`src/rtl/afr_pkg.sv`:
```
// Shared types, constants and helpers of the affine rotate pixel fetch block.
// Used by every module in rtl; depends on nothing.
package afr_pkg;

  localparam int unsigned IMG_WIDTH   = 128;
  localparam int unsigned IMG_HEIGHT  = 128;
  localparam int unsigned STORE_DEPTH = 16384;
  localparam int unsigned ADDR_W      = $clog2(STORE_DEPTH);
  localparam int unsigned COORD_W     = 7;
  localparam int unsigned PIX_W       = 16;
  localparam int unsigned COLOR_W     = 32;
  localparam int unsigned COEF_W      = 19;
  localparam int unsigned OFFS_W      = 26;
  localparam int unsigned STRIDE_W    = 8;
  localparam int unsigned FRAC_W      = 16;
  localparam int unsigned ROUND_HALF  = 32768;
  localparam int unsigned PROD_W      = COEF_W + COORD_W + 1;
  localparam int unsigned SUM_W       = PROD_W + 2;
  localparam int unsigned CFG_IDX_W   = 3;
  localparam int unsigned CFG_DATA_W  = 26;

  localparam logic signed [COEF_W-1:0] COEF_ONE      = COEF_W'(65536);
  localparam logic [STRIDE_W-1:0]      STRIDE_RESET  = STRIDE_W'(128);

  typedef enum logic [CFG_IDX_W-1:0] {
    REG_COEF_XX    = 3'd0,
    REG_COEF_XY    = 3'd1,
    REG_OFFSET_X   = 3'd2,
    REG_COEF_YX    = 3'd3,
    REG_COEF_YY    = 3'd4,
    REG_OFFSET_Y   = 3'd5,
    REG_SRC_STRIDE = 3'd6
  } cfg_reg_e;

  typedef enum logic {
    ACT_LOAD = 1'b0,
    ACT_MAP  = 1'b1
  } action_e;

  typedef struct packed {
    logic                 action;
    logic [ADDR_W-1:0]    load_index;
    logic [COLOR_W-1:0]   color_word;
    logic [COORD_W-1:0]   out_col;
    logic [COORD_W-1:0]   out_row;
  } in_item_t;

  typedef struct packed {
    logic [PIX_W-1:0]   pixel;
    logic [COORD_W-1:0] src_col;
    logic [COORD_W-1:0] src_row;
  } out_item_t;

  typedef struct packed {
    logic signed [COEF_W-1:0] coef_xx;
    logic signed [COEF_W-1:0] coef_xy;
    logic signed [OFFS_W-1:0] offset_x;
    logic signed [COEF_W-1:0] coef_yx;
    logic signed [COEF_W-1:0] coef_yy;
    logic signed [OFFS_W-1:0] offset_y;
    logic [STRIDE_W-1:0]      src_stride;
  } cfg_t;

  // Item at the store stage: a write for a load, a read for a map.
  typedef struct packed {
    logic               is_map;
    logic [ADDR_W-1:0]  addr;
    logic [PIX_W-1:0]   rgb;
    logic [COORD_W-1:0] col;
    logic [COORD_W-1:0] row;
  } st_item_t;

  function automatic logic [PIX_W-1:0] to_rgb565(input logic [COLOR_W-1:0] c);
    return {c[7:3], c[15:10], c[31:27]};
  endfunction

endpackage

```
`src/rtl/afr_xform.sv`:
```
// Coordinate pipeline: products, sums, rounding and clamping, store address.
// Depends on afr_pkg.
module afr_xform (
  input  logic              clk_i,
  input  logic              rst_ni,
  input  afr_pkg::cfg_t     cfg_i,
  input  logic              in_valid_i,
  output logic              in_ready_o,
  input  afr_pkg::in_item_t in_item_i,
  output logic              st_valid_o,
  input  logic              st_ready_i,
  output afr_pkg::st_item_t st_item_o
);
  import afr_pkg::*;

  localparam int unsigned RND_W = SUM_W - FRAC_W;
  localparam int unsigned IDX_W = COORD_W + STRIDE_W + 1;
  localparam logic [RND_W-1:0] COL_MAX = RND_W'(IMG_WIDTH - 1);
  localparam logic [RND_W-1:0] ROW_MAX = RND_W'(IMG_HEIGHT - 1);

  typedef struct packed {
    logic                      is_map;
    logic [ADDR_W-1:0]         load_index;
    logic [PIX_W-1:0]          rgb;
    logic signed [PROD_W-1:0]  p_xx;
    logic signed [PROD_W-1:0]  p_xy;
    logic signed [PROD_W-1:0]  p_yx;
    logic signed [PROD_W-1:0]  p_yy;
  } prod_t;

  typedef struct packed {
    logic                     is_map;
    logic [ADDR_W-1:0]        load_index;
    logic [PIX_W-1:0]         rgb;
    logic signed [SUM_W-1:0]  sx;
    logic signed [SUM_W-1:0]  sy;
  } sum_t;

  typedef struct packed {
    logic               is_map;
    logic [ADDR_W-1:0]  load_index;
    logic [PIX_W-1:0]   rgb;
    logic [COORD_W-1:0] cx;
    logic [COORD_W-1:0] cy;
  } crd_t;

  // Rounds half away from zero; anything negative clamps to zero.
  function automatic logic [COORD_W-1:0] round_clamp(input logic signed [SUM_W-1:0] v,
                                                     input logic [RND_W-1:0] lim);
    logic signed [SUM_W-1:0] biased;
    logic [RND_W-1:0]        rnd;
    logic [COORD_W-1:0]      res;
    biased = v + SUM_W'(ROUND_HALF);
    rnd    = biased[SUM_W-1:FRAC_W];
    if (v[SUM_W-1]) begin
      res = '0;
    end else if (rnd > lim) begin
      res = lim[COORD_W-1:0];
    end else begin
      res = rnd[COORD_W-1:0];
    end
    return res;
  endfunction

  logic     v2_q, v3_q, v4_q, v5_q;
  logic     rdy2, rdy3, rdy4, rdy5;
  prod_t    p2_d, p2_q;
  sum_t     p3_d, p3_q;
  crd_t     p4_d, p4_q;
  st_item_t p5_d, p5_q;
  logic signed [PROD_W-1:0] col_s, row_s;
  logic [IDX_W-1:0]         idx_full;

  assign rdy5       = !v5_q || st_ready_i;
  assign rdy4       = !v4_q || rdy5;
  assign rdy3       = !v3_q || rdy4;
  assign rdy2       = !v2_q || rdy3;
  assign in_ready_o = rdy2;
  assign st_valid_o = v5_q;
  assign st_item_o  = p5_q;

  always_comb begin
    col_s           = $signed(PROD_W'(in_item_i.out_col));
    row_s           = $signed(PROD_W'(in_item_i.out_row));
    p2_d.is_map     = (in_item_i.action == ACT_MAP);
    p2_d.load_index = in_item_i.load_index;
    p2_d.rgb        = to_rgb565(in_item_i.color_word);
    p2_d.p_xx       = PROD_W'(cfg_i.coef_xx) * col_s;
    p2_d.p_xy       = PROD_W'(cfg_i.coef_xy) * row_s;
    p2_d.p_yx       = PROD_W'(cfg_i.coef_yx) * col_s;
    p2_d.p_yy       = PROD_W'(cfg_i.coef_yy) * row_s;
  end

  always_comb begin
    p3_d.is_map     = p2_q.is_map;
    p3_d.load_index = p2_q.load_index;
    p3_d.rgb        = p2_q.rgb;
    p3_d.sx = SUM_W'(p2_q.p_xx) + SUM_W'(p2_q.p_xy) + SUM_W'(cfg_i.offset_x);
    p3_d.sy = SUM_W'(p2_q.p_yx) + SUM_W'(p2_q.p_yy) + SUM_W'(cfg_i.offset_y);
  end

  always_comb begin
    p4_d.is_map     = p3_q.is_map;
    p4_d.load_index = p3_q.load_index;
    p4_d.rgb        = p3_q.rgb;
    p4_d.cx         = round_clamp(p3_q.sx, COL_MAX);
    p4_d.cy         = round_clamp(p3_q.sy, ROW_MAX);
  end

  always_comb begin
    idx_full    = IDX_W'(p4_q.cy) * IDX_W'(cfg_i.src_stride) + IDX_W'(p4_q.cx);
    p5_d.is_map = p4_q.is_map;
    p5_d.addr   = p4_q.is_map ? idx_full[ADDR_W-1:0] : p4_q.load_index;
    p5_d.rgb    = p4_q.rgb;
    p5_d.col    = p4_q.cx;
    p5_d.row    = p4_q.cy;
  end

  always_ff @(posedge clk_i or negedge rst_ni) begin
    if (!rst_ni) begin
      v2_q <= 1'b0;
      v3_q <= 1'b0;
      v4_q <= 1'b0;
      v5_q <= 1'b0;
    end else begin
      if (rdy2) v2_q <= in_valid_i;
      if (rdy3) v3_q <= v2_q;
      if (rdy4) v4_q <= v3_q;
      if (rdy5) v5_q <= v4_q;
    end
  end

  always_ff @(posedge clk_i) begin
    if (rdy2 && in_valid_i) p2_q <= p2_d;
    if (rdy3 && v2_q)       p3_q <= p3_d;
    if (rdy4 && v3_q)       p4_q <= p4_d;
    if (rdy5 && v4_q)       p5_q <= p5_d;
  end

endmodule

```
`config.mk`:
```
export PLATFORM = sky130hd
export DESIGN_NAME = afr_xform
export DESIGN_NICKNAME = d
export VERILOG_FILES = /design/src/rtl/afr_pkg.sv /design/src/rtl/afr_xform.sv
export SDC_FILE = /design/constraint.sdc
export NUM_CORES = 2
export LEC_CHECK = 0
export BUFFER_PORTS_ARGS = -buffer_cell sky130_fd_sc_hd__buf_2
export CORE_AREA = 2 2 246 248
export DETAILED_ROUTE_END_ITERATION = 8
export DIE_AREA = 0 0 248 250
export GPL_TIMING_DRIVEN = 0
export PLACE_DENSITY_LB_ADDON = 0.25
export SKIP_LAST_GASP = 1
export SLEW_MARGIN = 20
export SYNTH_ARGS = -nofsm -noshare
export SYNTH_HDL_FRONTEND = slang
export SYNTH_SLANG_ARGS = --single-unit
```
`constraint.sdc`:
```
create_clock -name clk_i -period 5.2 [get_ports clk_i]
set_clock_uncertainty 0.15 [all_clocks]
set_input_delay 0.52 -clock clk_i [delete_from_list [all_inputs] [get_ports clk_i]]
set_output_delay 0.52 -clock clk_i [all_outputs]
set_load 0.01 [all_outputs]
```
==> results.ini <==
[run_status]
outcome = finished clean

[global_route]
use_met1 = 0.350
grt_util_met3 = 0.0283
grt.met2_usage = 0.454
first_global_vias = 23906
grt_max_degree = 56
overflow = 0
busiest_layer = met2
antenna_found_initial = 10
grt.total_usage = 0.260
grt_pass1_wl_microns = 126000

[cts]
worstSkewPairLatency_ns = 0.59
cts_inserted_buffers = 31
cts_root_buf = clkbuf_16
cts_tree = yes
cts_buffer_depth = 3
h-tree-depth = 1
clock_sinks = 292
clkTransAtPathRegs_ns = 0.07

[logic_synthesis]
ys_types = 73
syn_avg_cell_area_sq_um = 10.5
postSynthCellCount = 3246
synthArstFlopShare = 0.0137
yosysSeqAreaShare = 0.257
yosysWarnings = 0
synth_edf_count = 288
dominantRegCellSynth = edfxtp_1
syn_nets = 4248
syn_area_sq_um = 34100
synth-seq-cells = 292

[critical_path]
cpLargestDelayFamily = adder cells
worst_r2r_path_depth = 15
slowest_stage = fa_1
endpoint_kind = register
cp.depth = 18
path_max_fanout = 10
slowest_delay_ns = 0.52
path_common_cell = fa_1
start_kind = input port
required_ns = 5.38
path_cells = clkbuf_4, buf_4, and2_1, fa_1, fa_1, fa_1, inv_1, fa_1, inv_1, ha_1, and4_1, and2_1, a211o_1, o31ai_4, a21o_1, a21o_1, nand2_1, a311o_1
worstSetupPathType = in -> reg
crit_buf_inv = 4
crit_arrival_ns = 5.24

[placed_design]
placed_area_sq_um = 36300
gp_congestion = 0.944
dp_hpwl_microns = 63300
numPortBuffers = 217

[sta]
setup-violations-final = 0
fmax_mhz = 197
setup_tns_ns = 0
slew_headroom = 0.417
hold_viol_final = 0
finalCritPeriodShare = 0.974
min_period_ns = 5.06
slew_violations = 0
worst_pin_slew_ns = 0.865

[min_path]
hold_path_class = in -> reg
hold_path_depth = 4

[route]
antenna_left = 0
wire_per_inst_microns = 17.9
drc = 0
num_vias = 23101
dr.pass1.iters = 7
initialDrtViolationCount = 1107
drt-total-wl_microns = 77900
via_per_inst = 5.30

[power_and_ir_drop]
power_density_nw_per_um2 = 593
vdd_ir_drop_max_uv = 636
p_leak_nw = 18.0

[cells_and_area]
final_cell_area_sq_um = 38000
fin_nets = 4542
fill_cells = 4787
final_cell_mix = inv_1, fa_1, and2_1, ha_1, edfxtp_1
layout-drive-gt1-share = 0.102
syn2layout_area_growth_pct = 11.5
final_common_cell = inv_1
seq_area_sq_um = 8750
multi_input_area_sq_um = 22700

[die]
die_h_microns = 250
die-area_sq_um = 62000
start_util = 0.572
dieWidth_microns = 248
core_area_sq_um = 59600
design.portCount = 248
rows = 90

[flow_run]
maxCapViolations = 0

-- Yosys cell counts (all sizes together) (16+ instances only) --
| cell type | n | area [sq um] |
|---|---|---|
| nand3 | 42 | 210 |
| xor2 | 39 | 342 |
| xnor2 | 92 | 806 |
| o21ai | 60 | 304 |
| o21bai | 20 | 150 |
| nand2b | 20 | 125 |
| a31oi | 16 | 130 |
| a21oi | 105 | 537 |
| edfxtp | 288 | 8650 |
| fa | 491 | 9830 |
| nor2b | 16 | 100 |
| nor2 | 86 | 323 |
| nand2 | 183 | 687 |
| and2 | 484 | 3030 |
| inv | 644 | 2420 |
| o21a | 19 | 143 |
| nand4 | 20 | 125 |
| a21o | 60 | 450 |
| a211oi | 17 | 138 |
| ha | 310 | 3880 |
| and3 | 21 | 131 |
| nor3 | 29 | 145 |
| clkbuf | 63 | 236 |
-- power breakdown --
group	switching [W]	internal, W	leakage (nW)
sequential	0.000496	0.00414	2.83
combinational	0.00881	0.00663	14.6
clock	0.000969	0.00148	0.535
total	0.0103	0.0122	18.0
-- worst reg2reg max path: stages (launching register included) --
cell      delay (ns)
edfxtp_1        0.53
and2_1          0.25
fa_1            0.50
fa_1            0.52
fa_1            0.52
inv_1           0.05
fa_1            0.51
inv_1           0.06
ha_1            0.32
nand2_1         0.08
nand2_1         0.05
a31oi_1         0.22
o21ai_0         0.17
o41ai_1         0.35
xnor2_1         0.16
mux2_2          0.29
-- area by class of cell --
type,instances,share of cell area
timing repair buffer,261,0.0417
clock inverter,19,0.00824
inverter,644,0.0636
multi-input combinational,2244,0.598
clock buffer,39,0.0215
tap,782,0.0258
buffer,66,0.00982
antenna,10,0.000659
sequential,292,0.230
-- layer usage --
metal	share of wire	up-vias
li1	-	11023
met1	0.43	11438
met2	0.50	538
met3	0.049	98
met4	0.020	4
met5	0.00027	-
-- metrics by stage --
stage | std cells | setup slack [ns] | total power [W] | hold slack, ns | util
2_1_floorplan | 3246 | -0.0169 | 0.0159 | 0.0744 | -
3_3_place_gp | 4245 | -0.950 | 0.0196 | 0.179 | 0.607
3_5_place_dp | 4250 | -0.991 | 0.0198 | 0.192 | 0.610
4_1_cts | 4342 | -0.0827 | 0.0225 | 0.0928 | 0.635
5_1_grt | 4351 | -0.0627 | 0.0247 | 0.136 | 0.637
6_report | 4357 | 0.135 | 0.0225 | 0.144 | 0.638
-- cell families after synthesis --
logic type / share of synthesized area
adders and majority gates: 0.403
and+or+nand+nor: 0.148
xor gates and xnor gates: 0.0337
DFF: 0.257
buffers and inverters: 0.0783
muxes: 0.00415
AOI/OAI and AO/OA: 0.0760
-- registers in the layout, summed over array words and instances (netlist names) --
signal / cells
st_valid_o: 1
v3_q: 1
p2_q: 139
v2_q: 1
p3_q: 59
v4_q: 1
p4_q: 45
st_item_o: 45
-- repair_timing --
| action | CTS | global route |
|---|---|---|
| endpoints found under the setup margin | 20 | 21 |
| cloned | 0 | 0 |
| pin swaps | 2 | 7 |
| hold buffers | 33 | 0 |
| hold endpoints to repair | 36 | 0 |
| buffers inserted | 1 | 5 |
| gates resized for setup | 20 | 48 |
-- final timing paths --
path                         startpoint             to  slack, ns
min                          st_ready_i           v4_q       0.14
max in group asynchronous        rst_ni           v3_q       4.60
min reg2reg                    p3_q[64]       p4_q[20]       0.26
max                        in_item_i[2]       p2_q[79]       0.14
min in group asynchronous        rst_ni           v4_q       0.15
max reg2reg                     p4_q[1]  st_item_o[43]       0.23
No activity file was read; power rests on OpenSTA's default activity.
