File: src/rtl/afr_pkg.sv
// Shared types, constants and helpers of the affine rotate pixel fetch block.
// Used by every module in rtl; depends on nothing.
package afr_pkg;

  localparam int unsigned IMG_WIDTH   = 128;
  localparam int unsigned IMG_HEIGHT  = 128;
  localparam int unsigned STORE_DEPTH = 16384;
  localparam int unsigned ADDR_W      = $clog2(STORE_DEPTH);
  localparam int unsigned COORD_W     = 7;
  localparam int unsigned PIX_W       = 16;
  localparam int unsigned COLOR_W     = 32;
  localparam int unsigned COEF_W      = 19;
  localparam int unsigned OFFS_W      = 26;
  localparam int unsigned STRIDE_W    = 8;
  localparam int unsigned FRAC_W      = 16;
  localparam int unsigned ROUND_HALF  = 32768;
  localparam int unsigned PROD_W      = COEF_W + COORD_W + 1;
  localparam int unsigned SUM_W       = PROD_W + 2;
  localparam int unsigned CFG_IDX_W   = 3;
  localparam int unsigned CFG_DATA_W  = 26;

  localparam logic signed [COEF_W-1:0] COEF_ONE      = COEF_W'(65536);
  localparam logic [STRIDE_W-1:0]      STRIDE_RESET  = STRIDE_W'(128);

  typedef enum logic [CFG_IDX_W-1:0] {
    REG_COEF_XX    = 3'd0,
    REG_COEF_XY    = 3'd1,
    REG_OFFSET_X   = 3'd2,
    REG_COEF_YX    = 3'd3,
    REG_COEF_YY    = 3'd4,
    REG_OFFSET_Y   = 3'd5,
    REG_SRC_STRIDE = 3'd6
  } cfg_reg_e;

  typedef enum logic {
    ACT_LOAD = 1'b0,
    ACT_MAP  = 1'b1
  } action_e;

  typedef struct packed {
    logic                 action;
    logic [ADDR_W-1:0]    load_index;
    logic [COLOR_W-1:0]   color_word;
    logic [COORD_W-1:0]   out_col;
    logic [COORD_W-1:0]   out_row;
  } in_item_t;

  typedef struct packed {
    logic [PIX_W-1:0]   pixel;
    logic [COORD_W-1:0] src_col;
    logic [COORD_W-1:0] src_row;
  } out_item_t;

  typedef struct packed {
    logic signed [COEF_W-1:0] coef_xx;
    logic signed [COEF_W-1:0] coef_xy;
    logic signed [OFFS_W-1:0] offset_x;
    logic signed [COEF_W-1:0] coef_yx;
    logic signed [COEF_W-1:0] coef_yy;
    logic signed [OFFS_W-1:0] offset_y;
    logic [STRIDE_W-1:0]      src_stride;
  } cfg_t;

  // Item at the store stage: a write for a load, a read for a map.
  typedef struct packed {
    logic               is_map;
    logic [ADDR_W-1:0]  addr;
    logic [PIX_W-1:0]   rgb;
    logic [COORD_W-1:0] col;
    logic [COORD_W-1:0] row;
  } st_item_t;

  function automatic logic [PIX_W-1:0] to_rgb565(input logic [COLOR_W-1:0] c);
    return {c[7:3], c[15:10], c[31:27]};
  endfunction

endpackage

File: src/rtl/afr_cfg.sv
// Configuration register file: transform coefficients, offsets and stride.
// Depends on afr_pkg.
module afr_cfg (
  input  logic                          clk_i,
  input  logic                          rst_ni,
  input  logic                          cfg_valid_i,
  output logic                          cfg_ready_o,
  input  logic [afr_pkg::CFG_IDX_W-1:0] cfg_index_i,
  input  logic [afr_pkg::CFG_DATA_W-1:0] cfg_data_i,
  output afr_pkg::cfg_t                 cfg_o
);
  import afr_pkg::*;

  cfg_t cfg_d, cfg_q;

  assign cfg_ready_o = 1'b1;
  assign cfg_o       = cfg_q;

  always_comb begin
    cfg_d = cfg_q;
    if (cfg_valid_i) begin
      case (cfg_index_i)
        REG_COEF_XX:    cfg_d.coef_xx    = cfg_data_i[COEF_W-1:0];
        REG_COEF_XY:    cfg_d.coef_xy    = cfg_data_i[COEF_W-1:0];
        REG_OFFSET_X:   cfg_d.offset_x   = cfg_data_i[OFFS_W-1:0];
        REG_COEF_YX:    cfg_d.coef_yx    = cfg_data_i[COEF_W-1:0];
        REG_COEF_YY:    cfg_d.coef_yy    = cfg_data_i[COEF_W-1:0];
        REG_OFFSET_Y:   cfg_d.offset_y   = cfg_data_i[OFFS_W-1:0];
        REG_SRC_STRIDE: cfg_d.src_stride = cfg_data_i[STRIDE_W-1:0];
        default:        cfg_d = cfg_q;
      endcase
    end
  end

  always_ff @(posedge clk_i or negedge rst_ni) begin
    if (!rst_ni) begin
      cfg_q.coef_xx    <= COEF_ONE;
      cfg_q.coef_xy    <= '0;
      cfg_q.offset_x   <= '0;
      cfg_q.coef_yx    <= '0;
      cfg_q.coef_yy    <= COEF_ONE;
      cfg_q.offset_y   <= '0;
      cfg_q.src_stride <= STRIDE_RESET;
    end else begin
      cfg_q <= cfg_d;
    end
  end

endmodule

File: config.mk
export PLATFORM = sky130hd
export DESIGN_NAME = afr_cfg
export DESIGN_NICKNAME = d
export VERILOG_FILES = /design/src/rtl/afr_pkg.sv /design/src/rtl/afr_cfg.sv
export SDC_FILE = /design/constraint.sdc
export NUM_CORES = 1
export LEC_CHECK = 0
export BUFFER_PORTS_ARGS = -buffer_cell sky130_fd_sc_hd__buf_2
export CORE_ASPECT_RATIO = 1.2
export CORE_MARGIN = 2
export CORE_UTILIZATION = 54
export CTS_CLUSTER_DIAMETER = 40
export CTS_CLUSTER_SIZE = 40
export DETAILED_ROUTE_END_ITERATION = 8
export GPL_ROUTABILITY_DRIVEN = 0
export PLACE_DENSITY = 0.8
export REMOVE_ABC_BUFFERS = 1
export SYNTH_ARGS = -nofsm -noshare
export SYNTH_HDL_FRONTEND = slang
export SYNTH_SLANG_ARGS = --single-unit
File: constraint.sdc
create_clock -name clk_i -period 1.1 [get_ports clk_i]
set_input_delay 0.22 -clock clk_i [delete_from_list [all_inputs] [get_ports clk_i]]
set_output_delay 0.22 -clock clk_i [all_outputs]
set_load 0.005 [all_outputs]
==> results of run 1 <==
[worst paths after layout]
path	slack, ns	to
worst min-delay path	0.06	cfg_o[33]
worst max register to register	0.06	cfg_o[109]
min in group asynchronous	0.25	cfg_o[33]
worst min register to register	0.50	cfg_o[20]
worst max-delay path	-0.18	cfg_o[50]
max in group asynchronous	0.30	cfg_o[131]
[final cells by class]
type                    count  area share, %
flip-flops and latches    136           44.4
clock buffers              21           6.13
well taps                 123           2.01
repair buffers            268           22.4
clock inverters            11           1.91
multi-input cells         144           23.2
[routing by layer]
metal / vias up / track usage [%] / routed length [um]
li1: 1600 / - / -
met1: 1861 / 33.9 / 5490
met2: 117 / 41.7 / 7180
met3: 25 / 6.85 / 588
met4: 0 / 10.0 / 328
met5: - / 0 / 0
[timing repair]
item / 4_1_cts / 5_1_grt
setup endpoints to repair: 136 / 136
pin swaps: 0 / 0
hold buffers: 1 / 0
endpoints found under the hold margin: 133 / 0
resized for setup: 2 / 1
buffers inserted: 46 / 33
[cells by family (layout without fill, tap and decap cells)]
family        Yosys count  after routing
mux                   136            136
other cells             1              1
buf+inv                14            300
simple gates            7              7
flops                 136            136
[synthesized netlist by cell type]
master    instances  area, um2
mux2_2           96       1080
mux2_4           40        601
nand4b_2          1       15.0
buf_2             3       15.0
nand4b_1          2       17.5
dfstp_2           3       78.8
and4bb_1          2       25.0
dfrtp_1         133       3330
conb_1            1       3.75
nor4b_2           1       15.0
buf_6             8       90.1
buf_4             3       22.5
and4bb_2          1       12.5
[report_power, final]
group	leakage (nW)	switching [mW]	internal, mW	total, mW
Clock	0.287	2.09	3.74	5.83
Combinational	1.93	1.44	2.59	4.03
Sequential	1.63	0.607	6.13	6.74
Total	3.85	4.13	12.5	16.6
[through the flow]
| stage | power, mW | hold WS, ns | worst slack, ns | instances | instance area (um2) |
|---|---|---|---|---|---|
| final | 16.6 | 0.0550 | -0.184 | 703 | 7670 |
| after CTS | 16.2 | 0.0422 | -0.187 | 670 | 7420 |
| after global routing | 17.3 | 0.0518 | -0.217 | 703 | 7670 |
| after detailed placement | 9.81 | 0.0897 | -0.335 | 591 | 6440 |
| after global placement | 9.65 | 0.0857 | -0.307 | 591 | 6440 |
| after floorplan | 8.05 | -0.0756 | -0.852 | 280 | 5180 |
==> flow_summary.toml, run 1 <==
[worst_hold_path]
worstHoldPathCells = 2
min_from = "cfg_data_i[25]"
hold_path_class = "input port to register"

[grt]
grt_pass1_wl_um = 20500
grt_pass1_vias = 3739
grt_max_degree = 55
grt_antenna_before_repair = 0
grt_use_total_pct = 25.9
grt.overflow.total = 0

[synth]
synth-compound-area-share_pct = 0
synthAdderAreaFrac_pct = 0
yosysWarnings = 0
synth.avg_cell_area_um2 = 18.0
netlist_area_mm2 = 0.00531
yosys_register_bits = 136
postSynthCellCount = 294
synth_cell_types = 13
synth_top_family_by_area = "multiplexers"
seq_area_frac_synth_pct = 64.2
muxShareOfSynthArea_pct = 31.7
synth-simple-area-share_pct = 1.60
synth_xor_area_share_pct = 0

[floorplanning]
die_h_um = 113
start_util_pct = 55.5
die_w_um = 94.5
die_area_mm2 = 0.0106
boundaryPins = 169
fp-row-count = 39
core-area_mm2 = 0.00956

[sta]
fin_crit_sh_pct = 117
hold_viol = 0
max_freq_mhz = 779
rsz0062_at_grt = "true"
layout_min_cycle_time_ns = 1.28
fin_ws_ns = -0.184
fin_worst_skew_ns = 0
fin_setup_tns_ns = -4.68
setup_viol_count_final = 136
slew_violations = 0

[layout]
finalNetCount = 599
ff_latch_area_mm2 = 0.00341
syn_to_final_growth_pct = 44.7
largest_reg_flops = 136
fillCellCount = 547
layout_common_cells = "163 x buf_2, 133 x dfrtp_1, 96 x mux2_2"
drive_gt1_share_pct = 76.0
post-route-util_pct = 80.2
final_common_cell = "buf_2"
diodes = 0
multi_input_area_mm2 = 0.00178

[critical_path]
cp.depth = 1
end_kind = "primary output"
crit_buf_inv = 1
slowest_delay_ns = 0.55
crit-reg2reg-launch = "cfg_o[109]"
arrival_ns = 1.06
crit_start = "cfg_o[50]"
path_class = "register to primary output"
required_ns = 0.88
reg2reg_depth = 3
slowest_stage = "dfstp_2"
crit_family = "flip-flops"
worst-path-max-fanout = 2
worstPathCellList = "buf_6"
cp-start-kind = "register"

[job]
drv_cap = 0

[routing]
wl_per_cell_um = 19.3
antenna_left = 0
num_vias = 3603
drt_first_pass_iters = 4
drt-total-wl_um = 13600
drt_iter0_markers = 130
viasPerCell = 5.13
remaining_drc_errors = 0

[pwr]
power_density_mw_per_mm2 = 2160
static-leakage-power_nw = 3.85
peakVddDrop_mv = 1.23

[clock_network]
htree_levels = 4
cts_tree = "built"
cts.path.max_buffers = 2
cts.sinks = 136
worstSkewPairLatency_ns = 0.40
cts-root-buf = "clkbuf_16"
clk_pin_slew_worst_paths_ns = 0.06
cts_made_buffers = 17

[outcome]
status = "complete, but fails checks"
violations = "setup timing"

[placement]
dpl.hpwl_um = 8580
io_buffers = 167
No activity file was read; power rests on OpenSTA's default activity.
==> run 2, diff against run 1 <==
--- a/config.mk
+++ b/config.mk
@@ -18,3 +18,4 @@
 export SYNTH_ARGS = -nofsm -noshare
 export SYNTH_HDL_FRONTEND = slang
 export SYNTH_SLANG_ARGS = --single-unit
+export TNS_END_PERCENT = 10
==> flow_summary.toml, run 2 (synthesis gave the netlist of run 1 again) <==
[outcome]
violations = "setup timing"
status = "complete, but fails checks"

[grt]
grt_pass1_vias = 3567
grt_max_degree = 55
grt_pass1_wl_um = 19500
grt_use_total_pct = 24.7
grt.overflow.total = 0
grt_antenna_before_repair = 0

[placement]
placedCellCount = 591
dp_slack_ns = -0.335
placed_area_mm2 = 0.00644
io_buffers = 167
dpl.hpwl_um = 8580

[sta]
max_freq_mhz = 779
setup_viol_count_final = 136
layout_min_cycle_time_ns = 1.28
rsz0062_at_grt = "true"
fin_setup_tns_ns = -4.62
slew_violations = 0
fin_ws_ns = -0.183
hold_slack_ns = 0.0547
fin_worst_skew_ns = 0
fin_crit_sh_pct = 117
hold_viol = 0

[pwr]
power_density_mw_per_mm2 = 2190
static-leakage-power_nw = 3.51
peakVddDrop_mv = 1.24
finalPower_mw = 15.7

[floorplanning]
fp-row-count = 39
boundaryPins = 169
die_h_um = 113
core-area_mm2 = 0.00956
die_area_mm2 = 0.0106
start_util_pct = 55.5
die_w_um = 94.5

[routing]
viasPerCell = 5.20
antenna_left = 0
num_vias = 3290
drt_first_pass_iters = 4
drt-total-wl_um = 12400
wl_per_cell_um = 19.5
remaining_drc_errors = 0
drt_iter0_markers = 92

[layout]
diodes = 0
fillCellCount = 618
layout_common_cells = "163 x buf_2, 133 x dfrtp_1, 96 x mux2_2"
post-route-util_pct = 74.8
final_common_cell = "buf_2"
finalNetCount = 529
largest_reg_flops = 136
drive_gt1_share_pct = 72.7
syn_to_final_growth_pct = 34.8
fin_area_mm2 = 0.00715
final_cells = 633

[worst_hold_path]
hold_path_class = "input port to register"

[critical_path]
crit_family = "flip-flops"
crit_buf_inv = 1
cp-start-kind = "register"
end_kind = "primary output"
slowest_stage = "dfstp_2"
slowest_delay_ns = 0.55
required_ns = 0.88
worstPathCellList = "buf_6"
worst-path-max-fanout = 2
arrival_ns = 1.06
path_class = "register to primary output"

[clock_network]
worstSkewPairLatency_ns = 0.40
cts_tree = "built"
cts.sinks = 136
htree_levels = 4
clk_pin_slew_worst_paths_ns = 0.06
cts.path.max_buffers = 2
cts-root-buf = "clkbuf_16"
cts_made_buffers = 17

[job]
drv_cap = 0
==> run 2: path summary, 6_finish.rpt <==
check | start | to | slack (ns) | cells after the start
min in group asynchronous | rst_ni | cfg_o[33] | 0.25 | 2
worst min-delay path | cfg_data_i[25] | cfg_o[33] | 0.05 | 2
worst max register to register | cfg_o[35] | cfg_o[35] | 0.07 | 3
worst min register to register | cfg_o[20] | cfg_o[20] | 0.50 | 1
max in group asynchronous | rst_ni | cfg_o[106] | 0.29 | 3
worst max-delay path | cfg_o[50] | cfg_o[50] | -0.18 | 1
==> run 2: report_power, final <==
group,total [mW],switching (mW),internal [mW]
sequential,6.73,0.600,6.13
combinational,3.14,1.20,1.93
clock,5.81,2.07,3.74
==> run 2: final cells by class <==
class                           instances  area, um2  share of cell area [%]
Clock buffer                           21        470                    6.58
Clock inverter                         11        146                    2.05
Multi-Input combinational cell        144       1780                    24.9
Sequential cell                       136       3410                    47.7
Tap cell                              123        154                    2.15
Timing Repair Buffer                  198       1190                    16.7
==> run 2: layer usage <==
layer / track usage, % / part of all wire (%)
met1: 32.0 / 40
met2: 39.4 / 53
met3: 6.98 / 5.1
met4: 10.3 / 2.3
met5: 0 / 0
==> run 2: repair_timing <==
action                     in CTS  in global routing
hold endpoints to repair      133                  0
hold buffers                    1                  0
setup buffers                   6                  3
gates resized for setup         2                  1
pin swaps                       0                  0
setup endpoints to repair     136                136
==> run 3, diff against run 2 <==
--- a/config.mk
+++ b/config.mk
@@ -6,7 +6,6 @@
 export NUM_CORES = 1
 export LEC_CHECK = 0
 export BUFFER_PORTS_ARGS = -buffer_cell sky130_fd_sc_hd__buf_2
-export CORE_ASPECT_RATIO = 1.2
 export CORE_MARGIN = 2
 export CORE_UTILIZATION = 54
 export CTS_CLUSTER_DIAMETER = 40
==> flow_summary.toml, run 3 (synthesis gave the netlist of run 1 again) <==
[outcome]
status = "complete, but fails checks"
violations = "setup timing"

[clock_network]
clk_pin_slew_worst_paths_ns = 0.06
cts.sinks = 136
worstSkewPairLatency_ns = 0.51
cts.path.max_buffers = 2
cts-root-buf = "clkbuf_8"
htree_levels = 4
cts_made_buffers = 17
cts_tree = "built"

[routing]
antenna_left = 0
drt-total-wl_um = 12200
num_vias = 3303
drt_iter0_markers = 96
remaining_drc_errors = 0
drt_first_pass_iters = 4
viasPerCell = 5.04
wl_per_cell_um = 18.6

[layout]
fillCellCount = 640
largest_reg_flops = 136
drive_gt1_share_pct = 70.2
diodes = 0
final_common_cell = "buf_2"
layout_common_cells = "165 x buf_2, 133 x dfrtp_1, 96 x mux2_2"
final_cells = 656
finalNetCount = 542
syn_to_final_growth_pct = 35.5

[sta]
fin_ws_ns = -0.262
slew_violations = 0
fin_crit_sh_pct = 124
layout_min_cycle_time_ns = 1.36
setup_viol_count_final = 136
max_freq_mhz = 734
hold_viol = 0
rsz0062_at_grt = "true"
fin_worst_skew_ns = 0
hold_slack_ns = 0.0274
fin_setup_tns_ns = -18.53

[floorplanning]
die_h_um = 103
start_util_pct = 55.0
boundaryPins = 169
die_area_mm2 = 0.0106
die_w_um = 103
core-area_mm2 = 0.00964
fp-row-count = 36

[critical_path]
crit_family = "flip-flops"
required_ns = 0.88
reg2reg_depth = 3
worst-path-max-fanout = 2
cp-start-kind = "register"
worstPathCellList = "buf_2"
reg2reg_slack_ns = 0.07
end_kind = "primary output"
path_class = "register to primary output"
r2r-end = "cfg_o[35]"
slowest_delay_ns = 0.53
slowest_stage = "dfstp_2"
arrival_ns = 1.14
crit_buf_inv = 1
crit-reg2reg-launch = "cfg_o[35]"

[grt]
grt_pass1_vias = 3349
grt_max_degree = 59
grt_pass1_wl_um = 18300
grt_antenna_before_repair = 0
grt_use_total_pct = 23.8
grt.overflow.total = 0

[placement]
placedCellCount = 599
io_buffers = 167
dp_slack_ns = -0.308
dpl.hpwl_um = 8170

[pwr]
static-leakage-power_nw = 3.52
finalPower_mw = 14.8
power_density_mw_per_mm2 = 2060
peakVddDrop_mv = 1.42

[worst_hold_path]
hold_end = "cfg_o[0]"
worstHoldPathCells = 2
min_from = "cfg_data_i[0]"
hold_path_class = "input port to register"

[job]
drv_cap = 0
==> run 3: changes by cell type in the layout (fill, tap and decap cells not counted), sizes merged <==
cell / previous run / this run
clkbuf: 21 / 28
clkinvlp: 5 / 1
buf: 197 / 200
dlygate4sd3: 1 / 11
bufinv: 3 / 0
==> run 3: report_power, final <==
group / total (mW) / internal, mW / switching, mW
clock network: 4.90 / 2.94 / 1.96
logic: 3.19 / 1.99 / 1.20
registers: 6.72 / 6.13 / 0.586
==> run 3: layout make-up <==
type / instances / area [um2] / share of cell area (%)
Clock buffer: 28 / 485 / 6.75
Clock inverter: 4 / 22.5 / 0.313
Multi-Input combinational cell: 144 / 1780 / 24.8
Sequential cell: 136 / 3410 / 47.4
Tap cell: 133 / 166 / 2.32
Timing Repair Buffer: 211 / 1330 / 18.5
==> run 3: what timing repair did <==
| action | 4_1_cts | 5_1_grt |
|---|---|---|
| gates resized for setup | 0 | 1 |
| hold buffers | 11 | 0 |
| endpoints found under the setup margin | 136 | 136 |
| hold endpoints to repair | 153 | 0 |
| buffers inserted | 8 | 6 |
| gates cloned | 0 | 0 |
==> run 3: worst max-delay path by stage <==
stage | start | endpoint | slack [ns] | depth (start not counted)
2_1_floorplan | cfg_index_i[1] | cfg_o[117] | -0.85 | 2
3_3_place_gp | cfg_index_i[2] | cfg_o[97] | -0.29 | 4
3_5_place_dp | cfg_index_i[2] | cfg_o[97] | -0.31 | 4
4_1_cts | cfg_o[50] | cfg_o[50] | -0.29 | 1
5_1_grt | cfg_o[50] | cfg_o[50] | -0.31 | 1
6_report | cfg_o[50] | cfg_o[50] | -0.26 | 1
==> run 3: through the flow <==
stage,instance area [um2],util (%)
finish,7190,74.6
global route,7190,74.6
CTS,7140,74.0
detailed placement,6460,67.0
global placement,6460,67.0
floorplan,5180,-
==> run 3: per-layer routing <==
metal | GRT usage, % | up-vias | part of all wire (%)
met3 | 8.34 | 14 | 5.6
met2 | 36.7 | 106 | 50
met1 | 31.1 | 1698 | 43
met5 | 0 | - | 0
met4 | 9.21 | 0 | 1.6
li1 | - | 1485 | -
